### src/rtl/fowc_pkg.sv
// Package for the frame offset clamp-or-wrap block: field widths, register
// indexes and the item and control structs; imported by all rtl files.
// No dependencies.
package fowc_pkg;

  // Default width of the internal frame arithmetic.
  localparam int FOWC_FRAME_WIDTH = 32;

  // Fixed widths of the channel fields.
  localparam int FRAME_FIELD_W = 32;
  localparam int OFFSET_W      = 32;

  // Offset magnitude width and remainder bits resolved per divider stage.
  localparam int MAG_W    = 32;
  localparam int DIV_BITS = 2;

  // Configuration register indexes.
  localparam int CFG_INDEX_W = 2;
  localparam logic [CFG_INDEX_W-1:0] CFG_FIRST_FRAME = 2'd0;
  localparam logic [CFG_INDEX_W-1:0] CFG_LAST_FRAME  = 2'd1;

  typedef struct packed {
    logic [FRAME_FIELD_W-1:0] current_frame;
    logic signed [OFFSET_W-1:0] frame_offset;
    logic                     mode;
  } fowc_in_t;

  typedef struct packed {
    logic [FRAME_FIELD_W-1:0] new_frame;
    logic                     range_error;
  } fowc_out_t;

  // Per-item flags that travel down the pipeline.
  typedef struct packed {
    logic err;   // range inverted, full length, or current frame outside
    logic neg;   // offset is negative
    logic wrap;  // loop mode
    logic zero;  // offset is zero
  } fowc_ctl_t;

endpackage

### src/rtl/fowc_prep.sv
// Input stage: range checks, distances to the range ends and offset magnitude.
// Depends on fowc_pkg.
module fowc_prep import fowc_pkg::*; #(
  parameter int FRAME_WIDTH = FOWC_FRAME_WIDTH
) (
  input  logic                     clk,
  input  logic                     rst_n,
  input  logic                     in_valid,
  output logic                     in_ready,
  input  fowc_in_t                 in_item,
  input  logic [FRAME_FIELD_W-1:0] first_frame,
  input  logic [FRAME_FIELD_W-1:0] last_frame,
  output logic                     out_valid,
  input  logic                     out_ready,
  output fowc_ctl_t                out_ctl,
  output logic [FRAME_WIDTH-1:0]   out_cur,
  output logic [FRAME_WIDTH-1:0]   out_first,
  output logic [FRAME_WIDTH-1:0]   out_last,
  output logic [FRAME_WIDTH-1:0]   out_pos,
  output logic [FRAME_WIDTH-1:0]   out_to_end,
  output logic [FRAME_WIDTH-1:0]   out_len,
  output logic [MAG_W-1:0]         out_mag
);

  logic                   valid_r;
  fowc_ctl_t              ctl_r, ctl_nxt;
  logic [FRAME_WIDTH-1:0] cur_r, cur_nxt;
  logic [FRAME_WIDTH-1:0] first_r, first_nxt;
  logic [FRAME_WIDTH-1:0] last_r, last_nxt;
  logic [FRAME_WIDTH-1:0] pos_r, pos_nxt;
  logic [FRAME_WIDTH-1:0] to_end_r, to_end_nxt;
  logic [FRAME_WIDTH-1:0] len_r, len_nxt;
  logic [MAG_W-1:0]       mag_r, mag_nxt;
  logic [MAG_W-1:0]       raw;

  assign in_ready = !valid_r || out_ready;

  always_comb begin
    first_nxt  = FRAME_WIDTH'(first_frame);
    last_nxt   = FRAME_WIDTH'(last_frame);
    cur_nxt    = FRAME_WIDTH'(in_item.current_frame);
    raw        = MAG_W'(in_item.frame_offset);
    pos_nxt    = cur_nxt - first_nxt;
    to_end_nxt = last_nxt - cur_nxt;
    len_nxt    = last_nxt - first_nxt + FRAME_WIDTH'(1);
    ctl_nxt.neg  = raw[MAG_W-1];
    ctl_nxt.wrap = in_item.mode;
    ctl_nxt.zero = (raw == '0);
    // The most negative offset negates to itself, which as unsigned is its magnitude.
    mag_nxt = ctl_nxt.neg ? (~raw + MAG_W'(1)) : raw;
    ctl_nxt.err = (first_nxt > last_nxt) || (cur_nxt < first_nxt) || (cur_nxt > last_nxt) ||
                  ((last_nxt - first_nxt) == {FRAME_WIDTH{1'b1}});
  end

  always_ff @(posedge clk) begin
    if (!rst_n) begin
      valid_r <= 1'b0;
    end else if (in_ready) begin
      valid_r <= in_valid;
    end
  end

  always_ff @(posedge clk) begin
    if (in_valid && in_ready) begin
      ctl_r    <= ctl_nxt;
      cur_r    <= cur_nxt;
      first_r  <= first_nxt;
      last_r   <= last_nxt;
      pos_r    <= pos_nxt;
      to_end_r <= to_end_nxt;
      len_r    <= len_nxt;
      mag_r    <= mag_nxt;
    end
  end

  assign out_valid  = valid_r;
  assign out_ctl    = ctl_r;
  assign out_cur    = cur_r;
  assign out_first  = first_r;
  assign out_last   = last_r;
  assign out_pos    = pos_r;
  assign out_to_end = to_end_r;
  assign out_len    = len_r;
  assign out_mag    = mag_r;

endmodule

### config.mk
export PLATFORM = sky130hd
export DESIGN_NAME = fowc_prep
export DESIGN_NICKNAME = d
export VERILOG_FILES = /design/src/rtl/fowc_pkg.sv /design/src/rtl/fowc_prep.sv
export SDC_FILE = /design/constraint.sdc
export NUM_CORES = 1
export LEC_CHECK = 0
export BUFFER_PORTS_ARGS = -buffer_cell sky130_fd_sc_hd__buf_4
export CAP_MARGIN = 20
export CORE_MARGIN = 2
export CORE_UTILIZATION = 54
export DETAILED_ROUTE_END_ITERATION = 8
export MAX_ROUTING_LAYER = met4
export PLACE_DENSITY = 0.82
export SYNTH_ARGS = -nofsm -noshare
export SYNTH_HDL_FRONTEND = slang
export SYNTH_SLANG_ARGS = --single-unit
### constraint.sdc
create_clock -name clk -period 9.7 [get_ports clk]
set_input_delay 1.455 -clock clk [delete_from_list [all_inputs] [get_ports clk]]
set_output_delay 1.455 -clock clk [all_outputs]
set_load 0.1 [all_outputs]
# == Word level (Yosys, flattened, before mapping) ==
# Index checks and enable logic that the tools add are counted.
# word_totals
register_bits,229
in_bits,133
output_inout_bits,230
elab_cells,31
# classes
n_addsub,5
n_lt_le_gt_ge,3
eq_ne,1
muxes,1
bitwise_logic,1
n_reduce_logical,7
# op_table
operator,n
32-bit subtractor,3
"32-bit by 1-bit adder with 32-bit output, second input constant",2
32-bit greater-than comparator,2
"32-bit equality test, second input constant",1
32-bit logical NOT,1
32-bit less-than comparator,1
32-bit inverter,1
31-bit two-way mux,1
1-bit logical OR,4
1-bit logical AND,1
1-bit logical NOT,1

# == Logic depth before layout (Yosys ltp) ==
# depth
depth_word,4
ltp_mapped,14
mapped_depth_nobuf,14

# == Least setup slack after synthesis ==
# OpenSTA, ideal clock, no wires.
# synth_timing
path_kind,input -> register
startpoint,in out_ready
endpoint,"reg ctl_r, in the netlist out_ctl[0] (enable)"
setup_time_ns,0.615
arrival_ns,7.536
t_required_ns,9.085
slack_ns,1.549
stages,2
path_buffers,0
path_cell_list,nand2b_1 > and2_1
# synth_via
elab_chain_cells,2
# synth_lines
item,line_no,text
"start, declared",fowc_prep.sv:14,"input logic out_ready,"
1-bit logical OR,fowc_prep.sv:36,assign in_ready = !valid_r || out_ready;
1-bit logical AND,fowc_prep.sv:64,if (in_valid && in_ready) begin
"end signal, assigned",fowc_prep.sv:65,ctl_r <= ctl_nxt;
"end, declared",fowc_prep.sv:26,"fowc_ctl_t ctl_r, ctl_nxt;"
# Every way passes these cells.
# A chain may end at the register's enable or synchronous reset.

# == Worst setup path in the final report ==
# layout_timing
startpoint,in last_frame[0]
endpoint,"reg len_r[31], in the netlist out_len[31] (data pin)"
# layout_via
elab_chain_cells,2
# layout_lines
item,line_no,text
"start, declared",fowc_prep.sv:12,"input logic [FRAME_FIELD_W-1:0] last_frame,"
32-bit subtractor,fowc_prep.sv:45,len_nxt = last_nxt - first_nxt + FRAME_WIDTH'(1);
32-bit by 1-bit adder with 32-bit output,fowc_prep.sv:45,
named net len_nxt[31],fowc_prep.sv:32,"logic [FRAME_WIDTH-1:0] len_r, len_nxt;"
"end signal, assigned",fowc_prep.sv:71,len_r <= len_nxt;
"end, declared",fowc_prep.sv:32,
# The timed path passes the listed nets, and every way through them passes these cells.

==> impl_results.md <==
- Post-synth top area share: 50.8%
- Vias in the first global route: 10,400
- Vias: 10,700
- Status: finished clean
- Leak: 7.46 nW
- Slew @ Worst Pin: 1.07 ns
- Crit Path Max Fanout: 5
- I/O pin cnt: 363
- WHS: 0.617 ns
- Avg Inst Size Synth: 11.2 sq um
- Routed len/inst: 17.9 um
- Final net count: 1,815
- Clk_skew: 0.00495 ns
- Kind of critical path: input pin to flip-flop
- Final setup vio count: 0
- Cell row count: 57
- Switching Fraction: 41.0%
- Worst hold path class: flip-flop to flip-flop
- DIE AREA: 26,200 sq um
- Vias per inst: 5.60
- Top post-synthesis cells by count: 228 x edfxtp_1, 106 x inv_1, 99 x ha_1, 97 x xnor2_1, 81 x a21oi_1
- Post-DP HPWL: 27,100 um
- Post_cts resized: 0
- WL final: 34,500 um
- Combinational power share: 39.2%
- DR iter-0 viols: 924
- Highest clock rate: 202 MHz
- Synthesized Nets: 1,433
- Synth area leaders: edfxtp_1 51%, ha_1 9.2%, xnor2_1 6.3%
- Post-Place Worst Slack: 4.28 ns
- Hold Vio Cnt, Final: 0
- Routed Antenna Nets: 0
- Layout cells sized above 1: 26.9%
- First-pass detailed-route iteration total: 5
- Synth area leader: edfxtp_1
- Post-synth cell types: 76
- CTS buffer count: 25
- Slew Limit Fails: 0
- Placed cells: 1,877
- Final WS setup: 4.74 ns
- Initial core utilization: 55.2%
- Period utilisation layout: 51.1%
- FFs w/ async S/R, synth: 0%
- Worst Setup End Kind: flip-flop
- Post-Layout Cell Count: 1,920
- Residual DRC: 0
- Finished Cell Area: 17,300 sq um
- IO Port Bufs: 362
- Startpoint class of the critical path: input pin
- Post-synth EDFFs: 228
- Ant. Diodes: 0
- Clock power share: 24.6%
- Layout area overhead: 28.4%
- Core Area: 24,400 sq um
- RSZ-0062 raised after global routing: no
- Synth Flop Type: edfxtp_1
- CTS Root Cell: clkbuf_16
- Cell Pwr Density: 199 nW/um^2
- Arr. time, crit path: 5.21 ns
- GR Overflow Total: 0
- CTS tree: built
- Total GRT Usage: 26.4%
- Synth Cell Area: 13,500 sq um
- First-pass GRT wire length: 53,600 um
- Crit path required time: 9.96 ns
- Clock Pin Slew Worst Setup and Hold Paths: 0.06 ns
- Cells after Synth: 1,198
- Die W: 162 um
- Placer Congestion: 0.878
- Die H: 162 um
- Register area share after synthesis: 51.0%
- Area after DPL: 16,600 sq um
- Sequential Power Share: 36.1%
- Htree depth: 1
- Post-CTS Setup Inserts: 0
- Largest net degree at the start of global routing: 84
- Peak supply drop: 0.147 mV
- Switch Pwr: 1.41 mW
- Final design utilization: 70.9%
- Overall Power: 3.44 mW
- Minimum clock period: 4.96 ns
- Most frequent cell after synthesis: edfxtp_1
- Internal: 2.03 mW
- TNS Setup: 0 ns
- Max-slew headroom: 28.7%
- Clk buf depth: 3
- YS warnings: 0
- Initial antenna violation count: 0
- Clock sink total: 229
- Quantity of hold-fixing buffers added after cts: 0
- Seq cells post-synth: 229
- Max Cap Violations: 0
- Clk_lat worst skew: 0.52 ns
## power by group through the flow
stage          registers (mW)  clock network [mW]  logic, mW
5_1_grt                  1.25               0.899       1.41
4_1_cts                  1.24               0.862       1.35
6_report                 1.24               0.846       1.35
2_1_floorplan            1.92                   0      0.391
3_3_place_gp             1.26                   0       1.32
3_5_place_dp             1.26                   0       1.34
## cell type report
type	instances	area, sq um
sequential	229	6870
clock inverter	10	60.1
inverter	107	402
tap	324	405
timing repair buffer	366	2750
fill	1758	7100
clock buffer	33	656
multi-input combinational	851	6160
## path summary, 6_finish.rpt
check                    startpoint                     end  slack, ns  cells after the start
min          out_valid$_SDFFE_PN0N_  out_valid$_SDFFE_PN0N_       0.62                      2
max reg2reg  out_valid$_SDFFE_PN0N_   out_mag[11]$_DFFE_PP_       6.98                      4
max                   last_frame[0]   out_len[31]$_DFFE_PP_       4.74                     15
min reg2reg  out_valid$_SDFFE_PN0N_  out_valid$_SDFFE_PN0N_       0.62                      2
## registers in the layout, indices dropped and copies added (netlist names)
name        cells
out_mag        32
out_pos        32
out_cur        32
out_len        32
out_to_end     32
out_ctl         4
out_last       32
out_first      32
out_valid       1
## kinds of logic after synthesis
group | Yosys count | share of synthesized area [%]
and+or+nand+nor | 305 | 11.6
AOI/OAI and AO/OA | 308 | 15.6
xor gates and xnor gates | 136 | 8.84
adders and majority gates | 102 | 9.64
buffers and inverters | 118 | 3.32
DFF | 229 | 51.0
## layout by cell type (no fill, tap or decap), types with 9 or more instances in the layout
cell	instances
a21o_1	46
a21oi_1	81
and2_1	11
and3_1	13
buf_4	366
clkbuf_16	25
edfxtp_1	228
ha_1	99
inv_1	106
nand2_1	71
nand2b_1	9
nand3_1	25
nand4_1	15
nor2_1	77
nor2b_1	13
nor3_1	21
o211ai_1	9
o21a_1	24
o21ai_0	47
o31ai_1	9
xnor2_1	97
xor2_1	39
## critical path, cell delays in order
cell       delay [ns]
buf_4            0.11
inv_1            0.10
ha_1             0.15
inv_1            0.05
fa_1             0.39
a211oi_1         0.41
o21ai_1          0.24
a21oi_1          0.40
o2111ai_1        0.22
a311oi_1         0.42
a21oi_1          0.15
xnor2_1          0.23
nor4b_1          0.56
nand4_1          0.18
xor2_1           0.17
## metal layers
| layer | wire, um | GRT usage (%) |
|---|---|---|
| met2 | 17100 | 45.0 |
| met4 | 879 | 6.76 |
| met3 | 2830 | 5.18 |
| met1 | 13700 | 32.4 |
| met5 | 0 | - |
Power figures use the tool's default switching activity.
