==> config.mk <==
export PLATFORM = sky130hd
export DESIGN_NAME = fowc_div_stage
export DESIGN_NICKNAME = d
export VERILOG_FILES = /design/src/rtl/fowc_pkg.sv /design/src/rtl/fowc_div_stage.sv
export SDC_FILE = /design/constraint.sdc
export NUM_CORES = 1
export LEC_CHECK = 0
export ABC_AREA = 1
export BUFFER_PORTS_ARGS = -buffer_cell sky130_fd_sc_hd__buf_2
export CAP_MARGIN = 15
export CORE_UTILIZATION = 50
export CTS_BUF_LIST = sky130_fd_sc_hd__clkbuf_8 sky130_fd_sc_hd__clkbuf_16
export DETAILED_ROUTE_END_ITERATION = 8
export PLACE_DENSITY = 0.75
export REMOVE_ABC_BUFFERS = 1
export SYNTH_ARGS = -nofsm -noshare
export SYNTH_HDL_FRONTEND = slang
export SYNTH_SLANG_ARGS = --single-unit
==> constraint.sdc <==
create_clock -name clk -period 7.5 [get_ports clk]
set_input_delay 0 -clock clk [delete_from_list [all_inputs] [get_ports clk]]
set_output_delay 0 -clock clk [all_outputs]
set_load 0.1 [all_outputs]
==> src/rtl/fowc_pkg.sv <==
// Package for the frame offset clamp-or-wrap block: field widths, register
// indexes and the item and control structs; imported by all rtl files.
// No dependencies.
package fowc_pkg;

  // Default width of the internal frame arithmetic.
  localparam int FOWC_FRAME_WIDTH = 32;

  // Fixed widths of the channel fields.
  localparam int FRAME_FIELD_W = 32;
  localparam int OFFSET_W      = 32;

  // Offset magnitude width and remainder bits resolved per divider stage.
  localparam int MAG_W    = 32;
  localparam int DIV_BITS = 2;

  // Configuration register indexes.
  localparam int CFG_INDEX_W = 2;
  localparam logic [CFG_INDEX_W-1:0] CFG_FIRST_FRAME = 2'd0;
  localparam logic [CFG_INDEX_W-1:0] CFG_LAST_FRAME  = 2'd1;

  typedef struct packed {
    logic [FRAME_FIELD_W-1:0] current_frame;
    logic signed [OFFSET_W-1:0] frame_offset;
    logic                     mode;
  } fowc_in_t;

  typedef struct packed {
    logic [FRAME_FIELD_W-1:0] new_frame;
    logic                     range_error;
  } fowc_out_t;

  // Per-item flags that travel down the pipeline.
  typedef struct packed {
    logic err;   // range inverted, full length, or current frame outside
    logic neg;   // offset is negative
    logic wrap;  // loop mode
    logic zero;  // offset is zero
  } fowc_ctl_t;

endpackage

==> src/rtl/fowc_div_stage.sv <==
// One stage of the restoring remainder pipeline: takes DIV_BITS dividend bits
// of the offset magnitude and reduces the partial remainder by the range length.
// Depends on fowc_pkg.
module fowc_div_stage import fowc_pkg::*; #(
  parameter int FRAME_WIDTH = FOWC_FRAME_WIDTH,
  parameter int STAGE       = 0,
  parameter int SIDE_W      = 1
) (
  input  logic                   clk,
  input  logic                   rst_n,
  input  logic                   in_valid,
  output logic                   in_ready,
  input  logic [FRAME_WIDTH-1:0] in_len,
  input  logic [MAG_W-1:0]       in_mag,
  input  logic [FRAME_WIDTH-1:0] in_rem,
  input  logic [SIDE_W-1:0]      in_side,
  output logic                   out_valid,
  input  logic                   out_ready,
  output logic [FRAME_WIDTH-1:0] out_len,
  output logic [MAG_W-1:0]       out_mag,
  output logic [FRAME_WIDTH-1:0] out_rem,
  output logic [SIDE_W-1:0]      out_side
);

  localparam int TOP_BIT = MAG_W - 1 - STAGE * DIV_BITS;

  logic                   valid_r;
  logic [FRAME_WIDTH-1:0] len_r;
  logic [MAG_W-1:0]       mag_r;
  logic [FRAME_WIDTH-1:0] rem_r, rem_nxt;
  logic [SIDE_W-1:0]      side_r;
  logic [FRAME_WIDTH:0]   trial;

  assign in_ready = !valid_r || out_ready;

  // The partial remainder stays below the length, so one subtract per bit suffices.
  always_comb begin
    rem_nxt = in_rem;
    trial   = '0;
    for (int i = 0; i < DIV_BITS; i++) begin
      trial = {rem_nxt, in_mag[TOP_BIT - i]};
      if (trial >= {1'b0, in_len}) begin
        trial = trial - {1'b0, in_len};
      end
      rem_nxt = trial[FRAME_WIDTH-1:0];
    end
  end

  always_ff @(posedge clk) begin
    if (!rst_n) begin
      valid_r <= 1'b0;
    end else if (in_ready) begin
      valid_r <= in_valid;
    end
  end

  always_ff @(posedge clk) begin
    if (in_valid && in_ready) begin
      len_r  <= in_len;
      mag_r  <= in_mag;
      rem_r  <= rem_nxt;
      side_r <= in_side;
    end
  end

  assign out_valid = valid_r;
  assign out_len   = len_r;
  assign out_mag   = mag_r;
  assign out_rem   = rem_r;
  assign out_side  = side_r;

endmodule

# After elaboration in Yosys (flattened, before gate mapping)

Cells that the tools add are included.

Add/sub/neg operators: 2
Magnitude comparators: 2
Muxes and demuxes: 2
Reduce and logical (&&, ||, !) cells: 3

Operators by type and width:

| operator            | count |
|---|---|
| $ge A33 B32 Y1      | 2 |
| $mux W32            | 2 |
| $sub A32 B32 Y32    | 2 |
| $logic_and A1 B1 Y1 | 1 |
| $logic_not A1 Y1    | 1 |
| $logic_or A1 B1 Y1  | 1 |

Bits in registers: 98
Input bits: 101
Output and inout bits: 99
Logic and storage cells: 14

# Logic depth before layout (Yosys ltp)

Depth in word-level cells: 4
Depth in mapped cells: 29
Depth with buffers taken out: 28

# Worst setup path after synthesis

OpenSTA, ideal clock, no wires.

Path kind: reg2reg
From: register valid_r, in the netlist out_valid
To: register len_r[0], in the netlist out_len[0], enable pin
Setup time: 0.583 ns
Arrival: 5.518 ns
Data required time: 6.917 ns
Setup slack: 1.398 ns
Cell stages (with the launch flop): 2
Buffers on the path: 0
Period minus slack after synthesis: 6.102 ns
Cell sequence: dfxtp_1 > a21oi_1

Cells in the longest elaborated chain, start to end: 3

RTL lines:

| item                   | RTL line             | text |
|---|---|---|
| from (decl)            | fowc_div_stage.sv:27 | `logic valid_r;` |
| from (signal assigned) | fowc_div_stage.sv:53 | `valid_r <= in_valid;` |
| $logic_not A1 Y1       | fowc_div_stage.sv:34 | `assign in_ready = !valid_r \|\| out_ready;` |
| $logic_or A1 B1 Y1     | fowc_div_stage.sv:34 |  |
| $logic_and A1 B1 Y1    | fowc_div_stage.sv:58 | `if (in_valid && in_ready) begin` |
| to (signal assigned)   | fowc_div_stage.sv:59 | `len_r <= in_len;` |
| to (decl)              | fowc_div_stage.sv:28 | `logic [FRAME_WIDTH-1:0] len_r;` |

Every way passes these cells.
A chain may end at the register's enable or synchronous reset.

# Final worst setup path

From: input in_len[7]
To: register rem_r[30], in the netlist out_rem[30], data pin

Cells in the longest elaborated chain, start to end: 4
Elaborated cells on any way between the ends: 6
Classes of those cells: add/sub: 2; order compare: 2; mux: 2

RTL lines:

| item                                               | RTL line                                   | text |
|---|---|---|
| from (decl)                                        | fowc_div_stage.sv:13                       | `input logic [FRAME_WIDTH-1:0] in_len,` |
| $sub A32 B32 Y32 or $ge A33 B32 Y1 (tied branches) | fowc_div_stage.sv:43, fowc_div_stage.sv:42 |  |
| $mux W32                                           | fowc_div_stage.sv:42                       | `if (trial >= {1'b0, in_len}) begin` |
| $sub A32 B32 Y32 or $ge A33 B32 Y1 (tied branches) | fowc_div_stage.sv:43, fowc_div_stage.sv:42 |  |
| $mux W32 (*)                                       | fowc_div_stage.sv:42                       |  |
| named net trial[30]                                | fowc_div_stage.sv:32                       | `logic [FRAME_WIDTH:0] trial;` |
| to (signal assigned)                               | fowc_div_stage.sv:61                       | `rem_r <= rem_nxt;` |
| to (decl)                                          | fowc_div_stage.sv:30                       | `logic [FRAME_WIDTH-1:0] rem_r, rem_nxt;` |

The timed path passes the listed nets; every way through them passes the cells marked *.

==> results.py <==
metrics = {
    "timing": {
        "setup-violations-final": 0,
        "fmax_mhz": 201,
        "tightest_slew_ps": 900,
        "relSlewSlack_pct": 40.0,
        "finClkSkew_ps": 9.20,
        "rsz0062_at_grt": "no",
        "setup_tns_ps": 0,
        "hold_viol": 0,
        "layout_min_cycle_time_ps": 4980,
        "finalMaxSlewViolations": 0,
        "holdWs_ps": 162,
        "final.period_utilization_pct": 66.4,
    },
    "yosys": {
        "synth-main-ff-cell": "edfxtp_1",
        "synth-adder-area-share_pct": 10.0,
        "synthSimpleGateAreaFrac_pct": 33.8,
        "synth-xor-area-share_pct": 4.17,
        "ys_async_sr_fraction_pct": 0,
        "synth_warnings": 0,
        "synth_compound_area_share_pct": 7.54,
        "ys_types": 42,
        "synth_top_family_by_area": "simple AND/OR/NAND/NOR gates",
        "synth_top_area_share_pct": 34.7,
        "synth_area_mm2": 0.00840,
        "synth_commonest_cells": "nand2_1 (398), inv_1 (179), nand3_1 (104)",
        "synth.area.mux_share_pct": 0,
        "avgSynthCellArea_um2": 7.12,
        "ys_seq_elements": 98,
        "yosysMostFrequentCell": "nand2_1",
        "ys_seq_area_share_pct": 34.9,
        "syn_inst": 1180,
        "yosys.area.top_type": "edfxtp_1",
        "synth_area_leaders": "edfxtp_1 (35%), nand2_1 (18%), ha_1 (9.5%)",
        "synth_edf_count": 97,
    },
    "power": {
        "powerDensity_mw_per_mm2": 249,
        "p_leak_nw": 5.45,
        "ir_worst_vdd_mv": 0.181,
    },
    "cells_and_area": {
        "final_util_pct": 64.2,
        "regArea_mm2": 0.00293,
        "area_delta_synth_final_pct": 25.7,
        "multi_input_area_mm2": 0.00468,
        "antennaDiodeCount": 0,
        "fin_nets": 1608,
        "drive_gt1_share_pct": 17.1,
        "nFillCells": 1525,
        "fin_area_mm2": 0.0106,
    },
    "setup_path": {
        "cp_common_cell": "nand2_1",
        "crit_arrival_ps": 5090,
        "path_class": "in -> reg",
        "critPathMaxFanout": 34,
        "worst-endpoint-required_ps": 7610,
        "crit_path_top_delay_cell": "dlygate4sd3_1",
        "crit_path_start_kind": "input port",
        "crit_buf_inv": 5,
        "crit_family": "simple AND/OR/NAND/NOR gates",
        "max_stage_delay_ps": 530,
        "critPathCaptureType": "flop",
    },
    "placement": {
        "post_dp_cell_area_mm2": 0.00960,
        "place.gp.congestion": 0.999,
        "numPortBuffers": 199,
        "place.detailed.hpwl_um": 21000,
    },
    "cts": {
        "clock_path_buffers": 2,
        "h-tree-depth": 3,
        "cts_made_buffers": 9,
        "clockRootBuffer": "clkbuf_16",
        "cts_tree": "done",
        "cts.sinks": 98,
        "insertion_delay_ps": 370,
        "clk_pin_slew_ps": 70,
    },
    "floorplanning": {
        "initial_core_util_pct": 51.0,
        "dieArea_mm2": 0.0173,
        "row_count": 47,
        "die_w_um": 132,
        "core-area_mm2": 0.0165,
        "die_y_um": 132,
        "pin_count": 200,
    },
    "drt": {
        "route.detailed.drc": 0,
        "vias": 8838,
        "wirelength_um": 26600,
        "routedWlPerCell_um": 16.0,
        "ant_nets": 0,
        "first_iter_violations": 719,
        "viasPerCell": 5.30,
        "drtPass1Iterations": 6,
    },
    "global_routing": {
        "grt_util_all_layers_pct": 30.8,
        "grt_pass1_wl_um": 41500,
        "overflow": 0,
        "grt_max_degree": 77,
        "antenna_found_initial": 0,
        "grt_pass1_vias": 8220,
    },
    "flow_run": {
        "maxCapViolations": 0,
    },
    "hold_path": {
        "hold_path.class": "in -> reg",
    },
    "status": {
        "outcome": "complete, no violations",
    },
}
-- state kept, by name, indices dropped and copies added, names as in the netlist --
register   flops
out_len       32
out_mag       32
out_rem       32
out_side       1
out_valid      1
-- where the power goes --
part	switching [mW]	leakage, nW	total [mW]	internal, mW
Clock	0.223	0.147	0.458	0.235
Combinational	1.10	4.35	1.46	0.356
Sequential	0.0168	0.949	0.721	0.704
Total	1.34	5.45	2.64	1.30
-- worst reg2reg max path: stages, from the launching register on --
cell     delay [ps]
dfxtp_1         340
a21oi_4         600
buf_4           810
-- cell usage in the layout, fill, tap and decap left out, types with 9 or more instances in the layout --
cell / n
a21oi_1: 57
buf_2: 199
clkbuf_16: 9
dlygate4sd3_1: 67
edfxtp_1: 97
ha_1: 64
inv_1: 179
nand2_1: 398
nand3_1: 104
nand3b_1: 12
nand4_1: 26
nor2_1: 86
nor3_1: 11
o21ai_0: 21
xnor2_1: 14
xor2_1: 26
-- layout make-up --
| cell class | count | share of cell area [%] |
|---|---|---|
| inverters | 183 | 6.50 |
| multi-input cells | 879 | 44.3 |
| clock inverters | 7 | 0.663 |
| clock buffers | 9 | 2.13 |
| flip-flops and latches | 98 | 27.8 |
| repair buffers | 270 | 16.1 |
| well taps | 220 | 2.61 |
-- worst paths after layout --
path / from / end / slack (ps) / cells after the start
worst max-delay path: in_len[7] / out_rem[30]$_DFFE_PP_ / 2520 / 27
worst min-delay path: in_rem[26] / out_rem[28]$_DFFE_PP_ / 160 / 5
worst max register to register: out_valid$_SDFFE_PN0N_ / out_rem[31]$_DFFE_PP_ / 5300 / 2
worst min register to register: out_valid$_SDFFE_PN0N_ / out_len[3]$_DFFE_PP_ / 800 / 1
-- metal layers --
metal / global-route usage [%] / wire length, um
met1: 40.6 / 11400
met2: 50.5 / 12100
met3: 4.71 / 2110
met4: 12.2 / 1010
met5: 0 / 0
-- metrics by stage --
stage | power (mW) | setup slack (ps) | cells
floorplan | 1.84 | 1400 | 1160
global placement | 2.13 | 2870 | 1583
detailed placement | 2.13 | 2820 | 1583
CTS | 2.62 | 2660 | 1666
global route | 2.76 | 2160 | 1666
finish | 2.64 | 2520 | 1666
-- cell families after synthesis --
logic type,after synthesis
DFF,98
AOI/OAI and AO/OA,111
xor gates and xnor gates,40
buffers and inverters,203
and+or+nand+nor,662
adders and majority gates,66
-- timing repair --
| action | CTS | global route |
|---|---|---|
| endpoints found under the hold margin | 66 | 0 |
| hold buffers | 67 | 0 |
| setup buffers | 0 | 0 |
| resized for setup | 0 | 0 |
(Power assumes the default switching activity.)
